**src/hdl/wrcam_pkg.sv**
```systemverilog
// Shared types and codes for the RTS/CTS/ACK MAC.
package wrcam_pkg;

  localparam logic [47:0] BCAST_ADDR = 48'hFFFF_FFFF_FFFF;

  localparam logic [1:0] MODE_SEND = 2'd0;
  localparam logic [1:0] MODE_RX   = 2'd1;
  localparam logic [1:0] MODE_TICK = 2'd2;

  localparam logic [1:0] KIND_RTS  = 2'd0;
  localparam logic [1:0] KIND_CTS  = 2'd1;
  localparam logic [1:0] KIND_DATA = 2'd2;
  localparam logic [1:0] KIND_ACK  = 2'd3;

  localparam logic [2:0] ST_NONE    = 3'd0;
  localparam logic [2:0] ST_ACKED   = 3'd1;
  localparam logic [2:0] ST_DROPPED = 3'd2;
  localparam logic [2:0] ST_BCAST   = 3'd3;
  localparam logic [2:0] ST_REFUSED = 3'd4;
  localparam logic [2:0] ST_DEFER   = 3'd5;
  localparam logic [2:0] ST_RTS_RT  = 3'd6;
  localparam logic [2:0] ST_DATA_RT = 3'd7;

  localparam logic [2:0] REG_RTS_THR   = 3'd0;
  localparam logic [2:0] REG_RTS_LIM   = 3'd1;
  localparam logic [2:0] REG_DATA_LIM  = 3'd2;
  localparam logic [2:0] REG_CTS_WAIT  = 3'd3;
  localparam logic [2:0] REG_ACK_WAIT  = 3'd4;
  localparam logic [2:0] REG_OWN_ADDR  = 3'd5;

  typedef enum logic [3:0] {
    PH_NONE  = 4'b0001,
    PH_CTS   = 4'b0010,
    PH_ACK   = 4'b0100,
    PH_DEFER = 4'b1000
  } phase_t;

  typedef struct packed {
    logic [1:0]  mode;
    logic        phy_idle;
    logic [11:0] frame_size;
    logic [47:0] dest_addr;
    logic [15:0] rts_airtime_us;
    logic [15:0] data_airtime_us;
    logic [7:0]  rts_rate_code;
    logic [7:0]  data_rate_code;
    logic [1:0]  rx_kind;
    logic [47:0] rx_addr1;
    logic [47:0] rx_addr2;
    logic [7:0]  rx_rate_code;
  } in_word_t;

  typedef struct packed {
    logic        tx_start;
    logic [1:0]  tx_kind;
    logic [47:0] tx_addr;
    logic [7:0]  tx_rate_code;
    logic        deliver_up;
    logic [2:0]  status;
  } out_word_t;

  // classified word passed from front to back
  typedef struct packed {
    in_word_t w;
    logic     a1_own;
    logic     a1_bcast;
    logic     dest_bcast;
  } cls_word_t;

endpackage

```
**src/hdl/wrcam_front.sv**
```systemverilog
// Front end: input register stage that classifies address matches.
module wrcam_front import wrcam_pkg::*; (
  input  logic      clk,
  input  logic      rst,
  input  in_word_t  in_word,
  input  logic      in_valid,
  output logic      in_ready,
  input  logic [47:0] own_address,
  output cls_word_t cls,
  output logic      cls_valid,
  input  logic      cls_ready
);
  cls_word_t cls_reg;
  logic      full;

  assign in_ready  = !full || cls_ready;
  assign cls       = cls_reg;
  assign cls_valid = full;

  always_ff @(posedge clk) begin
    if (rst) begin
      full <= 1'b0;
    end else if (in_ready) begin
      full <= in_valid;
    end
  end

  // own_address must change only while idle, so the compare may be staged; the block does not enforce this
  always_ff @(posedge clk) begin
    if (in_ready && in_valid) begin
      cls_reg.w          <= in_word;
      cls_reg.a1_own     <= in_word.rx_addr1 == own_address;
      cls_reg.a1_bcast   <= in_word.rx_addr1 == BCAST_ADDR;
      cls_reg.dest_bcast <= in_word.dest_addr == BCAST_ADDR;
    end
  end
endmodule

```
**src/hdl/wrcam_back.sv**
```systemverilog
// Back end: frame state, retry timer and result register.
module wrcam_back import wrcam_pkg::*; (
  input  logic        clk,
  input  logic        rst,
  input  cls_word_t   cls,
  input  logic        cls_valid,
  output logic        cls_ready,
  input  logic [11:0] rts_threshold,
  input  logic [3:0]  rts_retry_limit,
  input  logic [3:0]  data_retry_limit,
  input  logic [9:0]  cts_wait_us,
  input  logic [9:0]  ack_wait_us,
  output out_word_t   out_word,
  output logic        out_valid,
  input  logic        out_ready
);
  logic        frame_held, frame_held_next;
  logic [47:0] held_dest;
  logic        held_bcast;
  logic [11:0] held_size;
  logic [15:0] held_rts_air, held_data_air;
  logic [7:0]  held_rts_rate, held_data_rate;
  logic [4:0]  rts_tries, rts_tries_next, data_tries, data_tries_next;
  phase_t      phase, phase_next;
  logic [16:0] timer, timer_next;
  out_word_t   res, out_reg;
  logic        out_full;
  logic        take;

  // effective held frame (new request loads these same cycle)
  logic        load;
  logic [47:0] e_dest;
  logic        e_bcast;
  logic [11:0] e_size;
  logic [15:0] e_rts_air, e_data_air;
  logic [7:0]  e_rts_rate, e_data_rate;
  logic        use_rts, expired, is_rts_ph, over;
  logic [4:0]  tries_inc;
  logic [16:0] timer_dec;
  in_word_t    w;

  assign w         = cls.w;
  assign cls_ready = !out_full || out_ready;
  assign take      = cls_valid && cls_ready;
  assign out_word  = out_reg;
  assign out_valid = out_full;
  assign load      = w.mode == MODE_SEND && !frame_held;

  always_comb begin
    e_dest      = load ? w.dest_addr       : held_dest;
    e_bcast     = load ? cls.dest_bcast    : held_bcast;
    e_size      = load ? w.frame_size      : held_size;
    e_rts_air   = load ? w.rts_airtime_us  : held_rts_air;
    e_data_air  = load ? w.data_airtime_us : held_data_air;
    e_rts_rate  = load ? w.rts_rate_code   : held_rts_rate;
    e_data_rate = load ? w.data_rate_code  : held_data_rate;
    use_rts     = rts_threshold < e_size && !e_bcast;
    timer_dec   = (timer != 17'd0) ? timer - 17'd1 : 17'd0;
    expired     = timer_dec == 17'd0;
    is_rts_ph   = phase == PH_CTS;
    tries_inc   = is_rts_ph ? rts_tries : data_tries;
    if (tries_inc != 5'd31) tries_inc = tries_inc + 5'd1;
    over = is_rts_ph ? (tries_inc > {1'b0, rts_retry_limit})
                     : (tries_inc > {1'b0, data_retry_limit});
  end

  always_comb begin
    logic do_tx, do_data;
    do_tx           = 1'b0;
    do_data         = 1'b0;
    res             = '0;
    frame_held_next = frame_held;
    rts_tries_next  = rts_tries;
    data_tries_next = data_tries;
    phase_next      = phase;
    timer_next      = timer;
    case (w.mode)
      MODE_SEND: begin
        if (frame_held) begin
          res.status = ST_REFUSED;
        end else begin
          frame_held_next = 1'b1;
          rts_tries_next  = '0;
          data_tries_next = '0;
          if (w.phy_idle) begin
            do_tx = 1'b1;
          end else begin
            res.status = ST_DEFER;
            phase_next = PH_DEFER;
            timer_next = '0;
          end
        end
      end
      MODE_RX: begin
        case (w.rx_kind)
          KIND_RTS: begin
            if (cls.a1_own) begin
              res.tx_start = 1'b1; res.tx_kind = KIND_CTS;
              res.tx_addr = w.rx_addr2; res.tx_rate_code = w.rx_rate_code;
            end
          end
          KIND_CTS: begin
            if (cls.a1_own && frame_held && phase == PH_CTS) do_data = 1'b1;
          end
          KIND_DATA: begin
            if (cls.a1_bcast) begin
              res.deliver_up = 1'b1;
            end else if (cls.a1_own) begin
              res.deliver_up = 1'b1; res.tx_start = 1'b1; res.tx_kind = KIND_ACK;
              res.tx_addr = w.rx_addr2; res.tx_rate_code = w.rx_rate_code;
            end
          end
          default: begin
            if (cls.a1_own && frame_held && phase == PH_ACK) begin
              frame_held_next = 1'b0;
              phase_next = PH_NONE;
              timer_next = '0;
              res.status = ST_ACKED;
            end
          end
        endcase
      end
      MODE_TICK: begin
        if (!frame_held) begin
          phase_next = PH_NONE;
        end else if (phase == PH_DEFER) begin
          do_tx = w.phy_idle;
        end else if (phase == PH_CTS || phase == PH_ACK) begin
          timer_next = timer_dec;
          if (expired) begin
            if (is_rts_ph) rts_tries_next = tries_inc;
            else data_tries_next = tries_inc;
            if (over) begin
              frame_held_next = 1'b0;
              phase_next = PH_NONE;
              timer_next = '0;
              res.status = ST_DROPPED;
            end else begin
              res.status = is_rts_ph ? ST_RTS_RT : ST_DATA_RT;
              if (w.phy_idle) begin
                do_tx = 1'b1;
              end else begin
                phase_next = PH_DEFER;
                timer_next = '0;
              end
            end
          end
        end
      end
      default: ;
    endcase
    if (do_tx && use_rts) begin
      res.tx_start = 1'b1; res.tx_kind = KIND_RTS;
      res.tx_addr = e_dest; res.tx_rate_code = e_rts_rate;
      phase_next = PH_CTS;
      timer_next = {1'b0, e_rts_air} + {7'd0, cts_wait_us};
    end else if (do_tx || do_data) begin
      res.tx_start = 1'b1; res.tx_kind = KIND_DATA;
      res.tx_addr = e_dest; res.tx_rate_code = e_data_rate;
      if (e_bcast) begin
        frame_held_next = 1'b0;
        phase_next = PH_NONE;
        timer_next = '0;
        res.status = ST_BCAST;
      end else begin
        phase_next = PH_ACK;
        timer_next = {1'b0, e_data_air} + {7'd0, ack_wait_us};
      end
    end
  end

  always_ff @(posedge clk) begin
    if (rst) begin
      frame_held <= 1'b0;
      rts_tries  <= '0;
      data_tries <= '0;
      phase      <= PH_NONE;
      timer      <= '0;
      out_full   <= 1'b0;
      held_dest <= '0; held_bcast <= 1'b0; held_size <= '0;
      held_rts_air <= '0; held_data_air <= '0;
      held_rts_rate <= '0; held_data_rate <= '0;
    end else begin
      if (cls_ready) out_full <= cls_valid;
      if (take) begin
        frame_held <= frame_held_next;
        rts_tries  <= rts_tries_next;
        data_tries <= data_tries_next;
        phase      <= phase_next;
        timer      <= timer_next;
        if (load) begin
          held_dest <= e_dest; held_bcast <= e_bcast; held_size <= e_size;
          held_rts_air <= e_rts_air; held_data_air <= e_data_air;
          held_rts_rate <= e_rts_rate; held_data_rate <= e_data_rate;
        end
      end
    end
  end

  always_ff @(posedge clk) begin
    if (take) out_reg <= res;
  end

  a_idle_no_frame: assert property (@(posedge clk) disable iff (rst)
    !frame_held |-> (phase == PH_NONE || phase == PH_DEFER || phase == PH_CTS
                     || phase == PH_ACK))
    else $error("bad phase");
  a_hold_stall: assert property (@(posedge clk) disable iff (rst)
    (out_full && !out_ready) |=> $stable(out_reg))
    else $error("result changed while stalled");
  a_tx_fields: assert property (@(posedge clk) disable iff (rst)
    (out_full && !out_reg.tx_start) |-> (out_reg.tx_addr == '0 && out_reg.tx_kind == '0))
    else $error("fields set without send");
endmodule

```
**src/hdl/wifi_rts_cts_ack_mac_top.sv**
```systemverilog
// Top level of the RTS/CTS/ACK MAC: config registers, front, back.
//  channel | dir | handshake             | payload
//  in      | in  | in_valid / in_ready   | in_word (in_word_t)
//  out     | out | out_valid / out_ready | out_word (out_word_t)
//  cfg     | in  | cfg_we                | cfg_index, cfg_data
// One item per cycle sustained while out_ready stays high; each item passes the classify stage and the result register.
// Frame state updates in the back end on each accepted item, so items follow back to back.
// Synchronous reset restores register defaults and clears the held frame.
// A stalled output holds both stages; the stall reaches in_ready once the front stage is full.
module wifi_rts_cts_ack_mac_top import wrcam_pkg::*; (
  input  logic        clk,
  input  logic        rst,
  input  in_word_t    in_word,
  input  logic        in_valid,
  output logic        in_ready,
  output out_word_t   out_word,
  output logic        out_valid,
  input  logic        out_ready,
  input  logic        cfg_we,
  input  logic [2:0]  cfg_index,
  input  logic [47:0] cfg_data
);
  logic [11:0] rts_threshold;
  logic [3:0]  rts_retry_limit, data_retry_limit;
  logic [9:0]  cts_wait_us, ack_wait_us;
  logic [47:0] own_address;
  cls_word_t   cls;
  logic        cls_valid, cls_ready;

  always_ff @(posedge clk) begin
    if (rst) begin
      rts_threshold <= 12'd1; rts_retry_limit <= 4'd3; data_retry_limit <= 4'd3;
      cts_wait_us <= 10'd112; ack_wait_us <= 10'd112; own_address <= '0;
    end else if (cfg_we) begin
      case (cfg_index)
        REG_RTS_THR:  rts_threshold    <= cfg_data[11:0];
        REG_RTS_LIM:  rts_retry_limit  <= cfg_data[3:0];
        REG_DATA_LIM: data_retry_limit <= cfg_data[3:0];
        REG_CTS_WAIT: cts_wait_us      <= cfg_data[9:0];
        REG_ACK_WAIT: ack_wait_us      <= cfg_data[9:0];
        REG_OWN_ADDR: own_address      <= cfg_data;
        default: ;
      endcase
    end
  end

  wrcam_front u_front (
    .clk, .rst, .in_word, .in_valid, .in_ready, .own_address,
    .cls, .cls_valid, .cls_ready
  );

  wrcam_back u_back (
    .clk, .rst, .cls, .cls_valid, .cls_ready, .rts_threshold,
    .rts_retry_limit, .data_retry_limit, .cts_wait_us, .ack_wait_us,
    .out_word, .out_valid, .out_ready
  );
endmodule
```
**config.mk**
```make
export PLATFORM = sky130hd
export DESIGN_NAME = wifi_rts_cts_ack_mac_top
export DESIGN_NICKNAME = d
export VERILOG_FILES = /design/src/hdl/wrcam_pkg.sv /design/src/hdl/wrcam_front.sv /design/src/hdl/wrcam_back.sv /design/src/hdl/wifi_rts_cts_ack_mac_top.sv
export SDC_FILE = /design/constraint.sdc
export NUM_CORES = 1
export LEC_CHECK = 0
export ABC_CLOCK_PERIOD_IN_PS = 12880
export BUFFER_PORTS_ARGS = -buffer_cell sky130_fd_sc_hd__buf_2
export CAP_MARGIN = 20
export CORE_MARGIN = 5
export CORE_UTILIZATION = 35
export CTS_BUF_LIST = sky130_fd_sc_hd__clkbuf_2 sky130_fd_sc_hd__clkbuf_4 sky130_fd_sc_hd__clkbuf_8
export CTS_CLUSTER_SIZE = 14
export DETAILED_ROUTE_END_ITERATION = 7
export PLACE_DENSITY = 0.56
export SKIP_CTS_REPAIR_TIMING = 1
export SYNTH_ARGS = -nofsm -noshare
export SYNTH_HDL_FRONTEND = slang
export SYNTH_SLANG_ARGS = --single-unit
```
**constraint.sdc**
```tcl
create_clock -name clk -period 12.88 [get_ports clk]
set_input_delay 1.932 -clock clk [delete_from_list [all_inputs] [get_ports clk]]
set_output_delay 1.932 -clock clk [all_outputs]
set_load 0.005 [all_outputs]
```
# Word level (Yosys, flattened, before mapping)
# Cells that the tools add are included.
[classes]
addsub = 4
n_lt_le_gt_ge = 3
n_eq_ne = 33
mux = 96
n_bitwise = 1
reduce_logical = 38
[op_table]
columns = ["operator", "n"]
rows = [
  ["$mux W17", 14],
  ["$mux W60", 2],
  ["$mux W59", 2],
  ["$pmux W59 S2", 1],
  ["$eq A48 B48 Y1 const B", 2],
  ["$mux W5", 13],
  ["$mux W58", 1],
  ["$mux W56", 1],
  ["$pmux W17 S3", 1],
  ["$eq A48 B48 Y1", 1],
  ["$mux W48", 1],
  ["$mux W4", 11],
  ["$add A16 B10 Y17", 2],
  ["$mux W3", 11],
  ["$mux W16", 2],
  ["$mux W1", 27],
  ["$reduce_and A8 Y1", 3],
  ["$ne A5 B5 Y1 const B", 4],
  ["$pmux W5 S2", 2],
  ["$logic_not A17 Y1", 1],
  ["$reduce_bool A17 Y1", 1],
  ["$sub A17 B1 Y17 const B", 1],
  ["$mux W8", 2],
  ["$reduce_and A2 Y1", 8],
  ["other kinds (32)", 61],
]
[word_totals]
reg_bits = 466
word_cells = 216

# Depth between registers and ports, before layout
# Gate-level depths: netlist of the first run.
[depth]
ltp_word = 15
ltp_mapped = 24

# Cells and area by module
# A second synthesis of the first run with hierarchy kept.
[hier_totals]
cells_unflattened = 2161
area_unflattened_um2 = 22953.3
[modules_own_cells]
columns = ["module", "n_inst", "cells_each", "area_each_um2"]
rows = [
  ["wrcam_back", 1, 1489, 11885.1],
  ["wrcam_front", 1, 321, 7372.1],
  ["wifi_rts_cts_ack_mac_top", 1, 351, 3696.0],
]

# Least setup slack after synthesis of the first run
# OpenSTA, ideal clock, no wires.
[synth_timing]
path_type = "in2reg"
startpoint = "in out_ready"
endpoint = "reg u_front.cls_reg, in the netlist u_front.cls[0] (enable)"
setup_ns = 0.552
arrival_ns = 6.015
required_time_ns = 12.328
setup_slack_ns = 6.313
path_stages = 3
n_path_buf = 0
cell_sequence = "nor2b_1 -> nand2_1 -> and2_1"
[synth_between]
elab_chain_len = 3
[synth_rtl]
columns = ["item", "line_no", "rtl"]
rows = [
  ["start: declaration", "wifi_rts_cts_ack_mac_top.sv:18", "input logic out_ready,"],
  ["$logic_or A1 B1 Y1", "wrcam_back.sv:43", "assign cls_ready = !out_full || out_ready;"],
  ["$logic_or A1 B1 Y1", "wrcam_front.sv:16", "assign in_ready = !full || cls_ready;"],
  ["via in_ready", "wifi_rts_cts_ack_mac_top.sv:15", "output logic in_ready,"],
  ["$logic_and A1 B1 Y1", "wrcam_front.sv:30", "if (in_ready && in_valid) begin"],
  ["end: declaration", "wrcam_front.sv:13", "cls_word_t cls_reg;"],
]
# The timed path passes the listed nets, and every way through them passes these cells.
# A chain may end at the register's enable or synchronous reset.

# Worst setup path in the final report of the first run
[layout_timing]
startpoint = "reg u_back.phase[0]"
endpoint = "reg u_back.timer[12]"
[layout_between]
elab_chain_len = 15
elab_cells_between_ends = 41
[layout_rtl]
columns = ["item", "line_no", "rtl"]
rows = [
  ["start: declaration", "wrcam_back.sv:24", "phase_t phase, phase_next;"],
  ["start signal: assignment", "wrcam_back.sv:189", "phase <= phase_next;"],
  ["$eq A4 B2 Y1", "wrcam_back.sv:60, wrcam_back.sv:103, wrcam_back.sv:128", ""],
  ["$mux W5", "wrcam_back.sv:61", "tries_inc = is_rts_ph ? rts_tries : data_tries;"],
  ["$add A5 B1 Y5 or $ne A5 B5 Y1 (tied branches)", "wrcam_back.sv:62", "if (tries_inc != 5'd31) tries_inc = tries_inc + 5'd1;"],
  ["$mux W5", "wrcam_back.sv:62", ""],
  ["$gt A5 B4 Y1, on equally long branches", "wrcam_back.sv:64, wrcam_back.sv:63", ""],
  ["$mux W1", "wrcam_back.sv:63", "over = is_rts_ph ? (tries_inc > {1'b0, rts_retry_limit})"],
  ["$mux W1", "wrcam_back.sv:133", "if (over) begin"],
  ["$mux W1", "wrcam_back.sv:130", "if (expired) begin"],
  ["$mux W1", "wrcam_back.sv:128", "end else if (phase == PH_CTS || phase == PH_ACK) begin"],
  ["$mux W1", "wrcam_back.sv:126", "end else if (phase == PH_DEFER) begin"],
  ["$mux W1", "wrcam_back.sv:124", "if (!frame_held) begin"],
  ["$pmux W1 S2", "wrcam_back.sv:77", "case (w.mode)"],
  ["$logic_or A1 B1 Y1 or $logic_and A1 B1 Y1 (tied branches)", "wrcam_back.sv:157, wrcam_back.sv:152", ""],
  ["$ne A4 B4 Y1 (no line), or another cell as far along", "n/a", ""],
  ["$reduce_and A9 Y1 (no line) or $mux W17 (tied branches)", "n/a", ""],
  ["end signal: assignment", "wrcam_back.sv:190", "timer <= timer_next;"],
  ["end: declaration", "wrcam_back.sv:25", "logic [16:0] timer, timer_next;"],
]
# Several ways; a longest one is shown, not always the timed one. The select of a mux whose other input is x is not followed.

==> results.cfg, run 1 <==
[run_status]
status = complete, no violations

[worst_setup_path]
crit_required_ps = 13430
start_kind = register
r2r_cells = 20
critPathArrivalTime_ps = 6430
critPathKind = register to register
path_max_fanout = 26
end_kind = register

[global_routing]
antenna_found_initial = 4
grt.overflow.total = 0
grt_pass1_vias = 16200
grt_max_degree = 155
grt_use_total_pct = 18.7
grt_first_pass_wirelength_mm = 93.6

[logic_synthesis]
async_reset_ff_share_pct = 0
ys_seq_area_share_pct = 56.6
yosys.area.top_type = edfxtp_1
postSynthCellCount = 2076
ys.warnings.count = 0
synth.top_cells.by_area = edfxtp_1 34%, dfxtp_1 22%, nand2_1 8.2%
syn-num-nets = 2396
syn_area_per_cell_sq_um = 9.93
synth_top_area_share_pct = 34.2
synth-seq-cells = 466
synth_edf_count = 235
synth_ff_type = edfxtp_1
synthDistinctLibCells = 70
synth_area_sq_um = 20600

[timing]
min_period_ps = 5880
setup_tns_ps = 0
clock_skew_ps = 29.6
drv_slew = 0
setup_slack_ps = 7000
grt_setup_unrepaired = no
holdWs_ps = 451
final-setup-viol-count = 0
hold_viol = 0
max_slew_margin_pct = 25.8
fmax_ghz = 0.170
period_share_pct = 45.7
tightestPinTransition_ps = 1110

[job]
cap_violations = 0

[placement]
port_buffers = 337
gp_congestion = 0.916
dp_cells = 3085
place_hpwl_mm = 42.3
dp_slack_ps = 7050

[detailed_routing]
dr_total_vias = 16500
wl_per_cell_um = 19.0
drcViolationCount = 0
drt_iter0_drc = 949
ant_nets = 0
routed_wl_mm = 61.8
viasPerCell = 5.07
drtPass1Iterations = 5

[cells_and_area]
final_nets = 2720
nFillCells = 5726
area_delta_synth_final_pct = 20.4
largest_reg_flops = 172
layout_common_cells = 452 x nand2_1, 336 x buf_2, 235 x edfxtp_1
layout-drive-gt1-share_pct = 21.5
mostFrequentLayoutCell = nand2_1
final_cell_count_no_fill = 3247

[clocking]
cts_tree = built
cts_sinks = 466
cts.path.max_buffers = 3
cts_made_buffers = 84
clk_pin_slew_ps = 50
clk_latency_ps = 660
root_buffer = clkbuf_8
cts_max_level = 3

[power_and_ir_drop]
p_comb_share_pct = 8.6
power.density_nw_per_um2 = 137
swShare_pct = 24.7
clkPwrFrac_pct = 42.7
p_leak_nw = 9.34
p_seq_share_pct = 48.7
peakVddDrop_mv = 0.0860
cellInternalPower_mw = 2.56
power_switching_uw = 842

[floorplan]
dieArea_sq_um = 63900
core_sq_um = 58700
die_y_um = 253
start_util_pct = 35.1
io-pin-count = 338
die_w_um = 253
rows = 89

[hold_path]
whs_path_depth = 2
hold_class = register to register
-- synth_stat cells (3+ instances only) --
| master | n |
|---|---|
| a211oi_1 | 19 |
| a21o_1 | 4 |
| a21oi_1 | 185 |
| a22oi_1 | 8 |
| a2bb2oi_1 | 6 |
| a311oi_1 | 3 |
| a31oi_1 | 3 |
| a32o_1 | 4 |
| and2_1 | 5 |
| and3_1 | 17 |
| buf_1 | 13 |
| buf_2 | 15 |
| buf_6 | 3 |
| clkbuf_1 | 85 |
| dfxtp_1 | 231 |
| edfxtp_1 | 235 |
| ha_1 | 45 |
| inv_1 | 27 |
| mux2i_1 | 92 |
| nand2_1 | 453 |
| nand2b_1 | 10 |
| nand3_1 | 93 |
| nand3b_1 | 5 |
| nand4_1 | 33 |
| nor2_1 | 117 |
| nor2b_1 | 12 |
| nor3_1 | 47 |
| nor3b_1 | 3 |
| nor4_1 | 25 |
| nor4b_1 | 3 |
| nor4b_2 | 3 |
| o211ai_1 | 13 |
| o21a_1 | 7 |
| o21ai_0 | 99 |
| o21ai_1 | 10 |
| o21bai_1 | 4 |
| o221ai_1 | 4 |
| o32a_1 | 3 |
| or2_2 | 4 |
| or3_1 | 5 |
| xnor2_1 | 28 |
| xor2_1 | 59 |
-- critical path, cell delays in order (launching register included) --
cell and delay (ps):
dfxtp_1 350, nor4b_1 300, buf_4 240, mux2i_1 310
inv_1 80, ha_1 240, and3_1 220, a32oi_1 300
nor2_1 90, nor2_1 220, ha_1 290, nor2b_1 140
o211ai_1 170, a21oi_1 110, a311oi_2 440, nand3_1 190
a211oi_2 460, o21ai_1 160, a31oi_4 640, nand3_1 520
o221ai_1 340
-- layout make-up --
type | count | area [sq um] | share of cell area [%]
sequential | 466 | 11700 | 47.0
timing repair buffer | 354 | 1870 | 7.51
multi-input combinational | 1466 | 8410 | 33.9
antenna | 4 | 10.0 | 0.0403
tap | 773 | 967 | 3.90
clock inverter | 23 | 164 | 0.660
clock buffer | 133 | 1620 | 6.54
inverter | 28 | 106 | 0.428
-- power by group through the flow --
stage | logic [mW] | registers, mW | clock network [mW]
4_1_cts | 0.296 | 1.66 | 1.50
6_report | 0.293 | 1.66 | 1.45
3_5_place_dp | 0.294 | 1.69 | 0
5_1_grt | 0.323 | 1.66 | 1.57
2_1_floorplan | 0.166 | 1.68 | 0
3_3_place_gp | 0.291 | 1.68 | 0
-- kinds of logic (layout without fill, tap and decap cells) --
kind of cell	after synthesis	after routing	synth area share, %
simple gates	846	846	18.2
flops	466	466	56.6
compound gates	394	394	11.2
buf+inv	144	538	2.82
mux	92	92	4.46
xor+xnor	87	87	3.69
fa+ha+maj	47	47	2.92
other cells	0	4	0
-- worst paths after layout --
check	start	endpoint	slack, ps
worst min-delay path	u_back.held_dest[41]	u_back.held_dest[41]	450
worst min register to register	u_back.held_dest[41]	u_back.held_dest[41]	450
worst max-delay path	u_back.phase[0]	u_back.timer[12]	7000
worst max register to register	u_back.phase[0]	u_back.timer[12]	7000
-- per-layer routing --
| layer | global-route usage [%] | vias to the layer above | wire length (um) |
|---|---|---|---|
| met3 | 3.70 | 111 | 2750 |
| met5 | 0 | - | 11 |
| li1 | - | 8042 | - |
| met2 | 30.5 | 378 | 30000 |
| met4 | 6.39 | 2 | 1760 |
| met1 | 25.0 | 7938 | 27300 |
-- metrics by stage --
step | utilization (%) | power [mW] | instance area [sq um]
after floorplan | - | 1.84 | 20600
after detailed placement | 39.2 | 1.98 | 23000
final | 42.3 | 3.40 | 24800
after CTS | 42.2 | 3.45 | 24800
after global routing | 42.3 | 3.55 | 24800
after global placement | 39.2 | 1.98 | 23000
Note: power is estimated with default switching activity, not from simulation.
==> run 2, diff against run 1 <==
--- a/config.mk
+++ b/config.mk
@@ -5,7 +5,7 @@
 export SDC_FILE = /design/constraint.sdc
 export NUM_CORES = 1
 export LEC_CHECK = 0
-export ABC_CLOCK_PERIOD_IN_PS = 12880
+export ABC_CLOCK_PERIOD_IN_PS = 5890
 export BUFFER_PORTS_ARGS = -buffer_cell sky130_fd_sc_hd__buf_2
 export CAP_MARGIN = 20
 export CORE_MARGIN = 5
==> constraint.sdc (replaced) <==
create_clock -name clk -period 5.89 [get_ports clk]
set_input_delay 0.8835 -clock clk [delete_from_list [all_inputs] [get_ports clk]]
set_output_delay 0.8835 -clock clk [all_outputs]
set_load 0.005 [all_outputs]
==> run 2 against run 1 <==
Against the previous run: routed wire length up 2.0%; flip-flop and latch count stayed put; global-route usage rose by 0.11 points; register-to-register slack got worse by 6500 ps; fmax grew 9.2%; hold slack got worse by 75 ps; setup slack worse by 6500 ps; clock power up 120%; critical path depth stayed put; first-iteration DRC count is 22% higher; combinational power up 120%; clock skew increased by 15 ps; largest power group unchanged.
==> results.cfg, run 2 (same netlist as run 1, synthesis figures left out) <==
[run_status]
status = complete, no violations

[floorplan]
dieArea_sq_um = 63900
io-pin-count = 338
core_sq_um = 58700
rows = 89
start_util_pct = 35.1
die_y_um = 253
die_w_um = 253

[cells_and_area]
final_cell_count_no_fill = 3258
seqCellArea_sq_um = 11700
final_nets = 2732
layout_common_cells = 452 x nand2_1, 336 x buf_2, 235 x edfxtp_1
largest_reg_flops = 172
area_delta_synth_final_pct = 20.7
multi_input_area_sq_um = 8430
final_util_pct = 42.4
finalInstanceArea_sq_um = 24900
mostFrequentLayoutCell = nand2_1
layout-drive-gt1-share_pct = 21.8
nFillCells = 5751

[timing]
setup_slack_ps = 507
final-setup-viol-count = 0
min_period_ps = 5380
period_share_pct = 91.4
fmax_ghz = 0.186
drv_slew = 0
setup_tns_ps = 0
clock_skew_ps = 44.3
max_slew_margin_pct = 27.4
tightestPinTransition_ps = 1090
hold_viol = 0
grt_setup_unrepaired = no

[global_routing]
grt_pass1_vias = 16300
grt_max_degree = 86
grt_use_total_pct = 18.8
antenna_found_initial = 5
grt.overflow.total = 0
grt_first_pass_wirelength_mm = 94.3

[job]
cap_violations = 0

[detailed_routing]
ant_nets = 0
drtPass1Iterations = 5
drcViolationCount = 0
drt_iter0_drc = 1155
routed_wl_mm = 63.1
viasPerCell = 5.12
wl_per_cell_um = 19.4
dr_total_vias = 16700

[hold_path]
hold_class = primary input to register
whs_path_depth = 1

[worst_setup_path]
cp.depth = 20
cp_slowest_cell = a311oi_2
r2r_cells = 20
critPathTopFamily = compound AO/OA/AOI/OAI gates
critPathArrivalTime_ps = 5940
crit_required_ps = 6450
worstPathCellList = nor4b_2, mux2i_1, inv_1, ha_1, and3_1, a32oi_1, nor2_1, nor2_1, ha_1, nor2b_1, o211ai_1, a21oi_1, a311oi_2, nand3_1, a211oi_2, o21ai_1, a31oi_4, buf_4, mux2i_1, o21ai_1
path_max_fanout = 18
worst-path-buf-inv = 2
end_kind = register
critPathKind = register to register
cpPeakStageDelay_ps = 490
start_kind = register

[clocking]
cts_max_level = 3
root_buffer = clkbuf_8
clk_pin_slew_ps = 60
cts_made_buffers = 84
cts.path.max_buffers = 3
cts_tree = built
cts_sinks = 466
clk_latency_ps = 680

[power_and_ir_drop]
swShare_pct = 25.1
power.density_nw_per_um2 = 300
clkPwrFrac_pct = 42.8
cellInternalPower_mw = 5.59
p_seq_share_pct = 48.5
p_leak_nw = 9.40
power_switching_mw = 1.88
p_comb_share_pct = 8.8
peakVddDrop_mv = 0.171

[placement]
place_hpwl_mm = 44.1
dp_cells = 3099
port_buffers = 337
dp_slack_ps = 298
placed_area_sq_um = 23100
gp_congestion = 0.929
## run 2: path summary, 6_finish.rpt
path                            slack [ps]                      end                     from
worst max-delay path                   510          u_back.timer[5]          u_back.phase[0]
worst min-delay path                   380          u_front.cls[19]              in_word[16]
worst max register to register         510          u_back.timer[5]          u_back.phase[0]
worst min register to register         450  u_back.held_rts_rate[7]  u_back.held_rts_rate[7]
## run 2: metrics by stage
step | power [mW] | hold slack [ps]
floorplan | 4.03 | 435
finish | 7.47 | 376
global placement | 4.34 | 441
detailed placement | 4.34 | 446
global route | 7.77 | 321
CTS | 7.57 | 303
## run 2: final cells by class
type | instances | area share (%)
diodes | 4 | 0.0402
flip-flops and latches | 466 | 46.9
inverters | 28 | 0.427
repair buffers | 366 | 7.72
clock inverters | 25 | 0.754
well taps | 773 | 3.88
clock buffers | 130 | 6.43
multi-input cells | 1466 | 33.8
## run 2: power groups by stage
| stage | Combinational, mW | Sequential (mW) | Clock, mW |
|---|---|---|---|
| after floorplan | 0.363 | 3.67 | 0 |
| after global placement | 0.652 | 3.68 | 0 |
| after detailed placement | 0.656 | 3.68 | 0 |
| after CTS | 0.660 | 3.62 | 3.29 |
| after global routing | 0.716 | 3.63 | 3.42 |
| final | 0.654 | 3.62 | 3.20 |
## run 2: per-layer routing
layer	global-route usage, %	vias up	routed length, um	share of wire (%)
met2	31.2	481	30400	48
met5	0	-	0	0
met3	3.28	112	3060	4.8
li1	-	8073	-	-
met1	25.1	8003	27900	44
met4	5.89	0	1750	2.8
==> run 3, diff against run 2 <==
--- a/config.mk
+++ b/config.mk
@@ -9,11 +9,11 @@
 export BUFFER_PORTS_ARGS = -buffer_cell sky130_fd_sc_hd__buf_2
 export CAP_MARGIN = 20
 export CORE_MARGIN = 5
-export CORE_UTILIZATION = 35
+export CORE_UTILIZATION = 59
 export CTS_BUF_LIST = sky130_fd_sc_hd__clkbuf_2 sky130_fd_sc_hd__clkbuf_4 sky130_fd_sc_hd__clkbuf_8
 export CTS_CLUSTER_SIZE = 14
 export DETAILED_ROUTE_END_ITERATION = 7
-export PLACE_DENSITY = 0.56
+export PLACE_DENSITY = 0.83
 export SKIP_CTS_REPAIR_TIMING = 1
 export SYNTH_ARGS = -nofsm -noshare
 export SYNTH_HDL_FRONTEND = slang
==> run 3 against run 2 <==
Against the previous run: flip-flop and latch count is the same; global-route usage grew 9.4 points; first-iteration DRC count grew 6.2%; die area shrank 39%; hold slack gained 35 ps; design area shrank 2.4%; fmax is essentially flat; critical path type unchanged; highest routed layer is now met5.
==> results.cfg, run 3 (same netlist as run 1, synthesis figures left out) <==
[detailed_routing]
drcViolationCount = 0
ant_nets = 0
dr_total_vias = 16900
drt_iter0_drc = 1227
drtPass1Iterations = 5
wl_per_cell_um = 19.4
routed_wl_mm = 56.6
viasPerCell = 5.80

[hold_path]
hold_class = primary input to register
min_from = in_word[20]
whs_path_depth = 1
min_to = u_front.cls[23]

[worst_setup_path]
r2r-end = u_back.out_word[4]
crit_required_ps = 6260
end_kind = register
r2r_cells = 20
critPathArrivalTime_ps = 5750
path_max_fanout = 61
r2r_slack_ps = 510
critPathKind = register to register
start_kind = register
reg2reg_from = u_back.phase[0]

[placement]
gp_congestion = 0.912
port_buffers = 337
place_hpwl_mm = 38.5

[floorplan]
start_util_pct = 59.7
rows = 68
core_sq_um = 34500
dieArea_sq_um = 38800
die_y_um = 197
die_w_um = 197
io-pin-count = 338

[cells_and_area]
layout_common_cells = 452 x nand2_1, 337 x buf_2, 235 x edfxtp_1
area_delta_synth_final_pct = 17.9
layout-drive-gt1-share_pct = 21.1
seqCellArea_sq_um = 11700
mostFrequentLayoutCell = nand2_1
multi_input_area_sq_um = 8410
largest_reg_flops = 172
final_nets = 2716
final_util_pct = 70.4
nFillCells = 2577

[global_routing]
grt_use_total_pct = 28.2
grt_max_degree = 173
antenna_found_initial = 7
grt_first_pass_wirelength_mm = 87.9
grt.overflow.total = 0
grt_pass1_vias = 16800

[power_and_ir_drop]
swShare_pct = 24.4
power.density_nw_per_um2 = 296
power_switching_mw = 1.76
p_leak_nw = 9.28
clkPwrFrac_pct = 40.9
total_power_mw = 7.19
p_comb_share_pct = 8.8
cellInternalPower_mw = 5.44
p_seq_share_pct = 50.3
peakVddDrop_mv = 0.254

[clocking]
root_buffer = clkbuf_8
clk_pin_slew_ps = 60
cts_max_level = 3
clk_latency_ps = 640
cts_tree = built
cts_made_buffers = 77
cts_sinks = 466
cts.path.max_buffers = 3

[timing]
fmax_ghz = 0.186
drv_slew = 0
hold_viol = 0
final-setup-viol-count = 0
grt_setup_unrepaired = no
clock_skew_ps = 28.9
min_period_ps = 5380
tightestPinTransition_ps = 1210
period_share_pct = 91.3
max_slew_margin_pct = 19.2
setup_tns_ps = 0

[run_status]
status = complete, no violations

[job]
cap_violations = 0
[run 3: cell types whose count changed in the layout (fill, tap and decap cells not counted), moves of 2 or more]
cell      change
buf_4        -13
clkinv_2      -2
clkbuf_8      -9
diode_2       +2
buf_12        +2
inv_6         -2
[run 3: cell type report]
class / instances / share of cell area (%)
well taps: 455 / 2.34
flip-flops and latches: 466 / 48.0
clock inverters: 22 / 0.664
diodes: 6 / 0.0618
inverters: 28 / 0.432
multi-input cells: 1466 / 34.6
clock buffers: 120 / 6.05
repair buffers: 357 / 7.81
[run 3: through the flow]
stage	std cells	hold WS, ps	instance area [sq um]	setup WS, ps
4_1_cts	2912	370	24300	564
3_5_place_dp	2770	446	22600	595
6_report	2920	411	24300	511
5_1_grt	2920	370	24300	90.2
3_3_place_gp	2770	440	22600	776
2_1_floorplan	2076	435	20600	371
[run 3: worst max-delay path by stage]
stage                    start                  to
2_1_floorplan        out_ready      u_front.cls[0]
3_3_place_gp   u_back.phase[0]  u_back.out_word[4]
3_5_place_dp   u_back.phase[0]  u_back.out_word[4]
4_1_cts        u_back.phase[0]  u_back.out_word[4]
5_1_grt        u_back.phase[0]  u_back.out_word[4]
6_report       u_back.phase[0]  u_back.out_word[4]
[run 3: metal layers]
metal  GRT usage [%]  up-vias  part of all wire (%)
met5               0        -                 0.023
met4            10.5        2                   3.2
met3            6.03      131                   7.1
met2            47.0      706                    50
met1            36.4     8077                    40
li1                -     8023                     -
[run 3: critical path: stages, from the launching register on]
cell and delay, ps:
dfxtp_1 360, nor4b_1 490, mux2i_1 370, inv_1 80, ha_1 240, and3_1 230, a32oi_1 270, nor2_1 80
nor2_1 250, ha_1 300, nor2b_1 130, o211ai_1 150, a21oi_1 110, a311oi_2 450, nor2b_1 200, o2bb2ai_1 100
or2_4 380, buf_4 380, and3_1 250, o21ai_0 150, o21ai_0 110
[run 3: power groups by stage]
| stage | registers, mW | logic (mW) | clock network [mW] |
|---|---|---|---|
| 6_report | 3.62 | 0.631 | 2.95 |
| 5_1_grt | 3.63 | 0.688 | 3.15 |
| 3_5_place_dp | 3.68 | 0.621 | 0 |
| 2_1_floorplan | 3.67 | 0.363 | 0 |
| 4_1_cts | 3.62 | 0.625 | 2.99 |
| 3_3_place_gp | 3.68 | 0.610 | 0 |
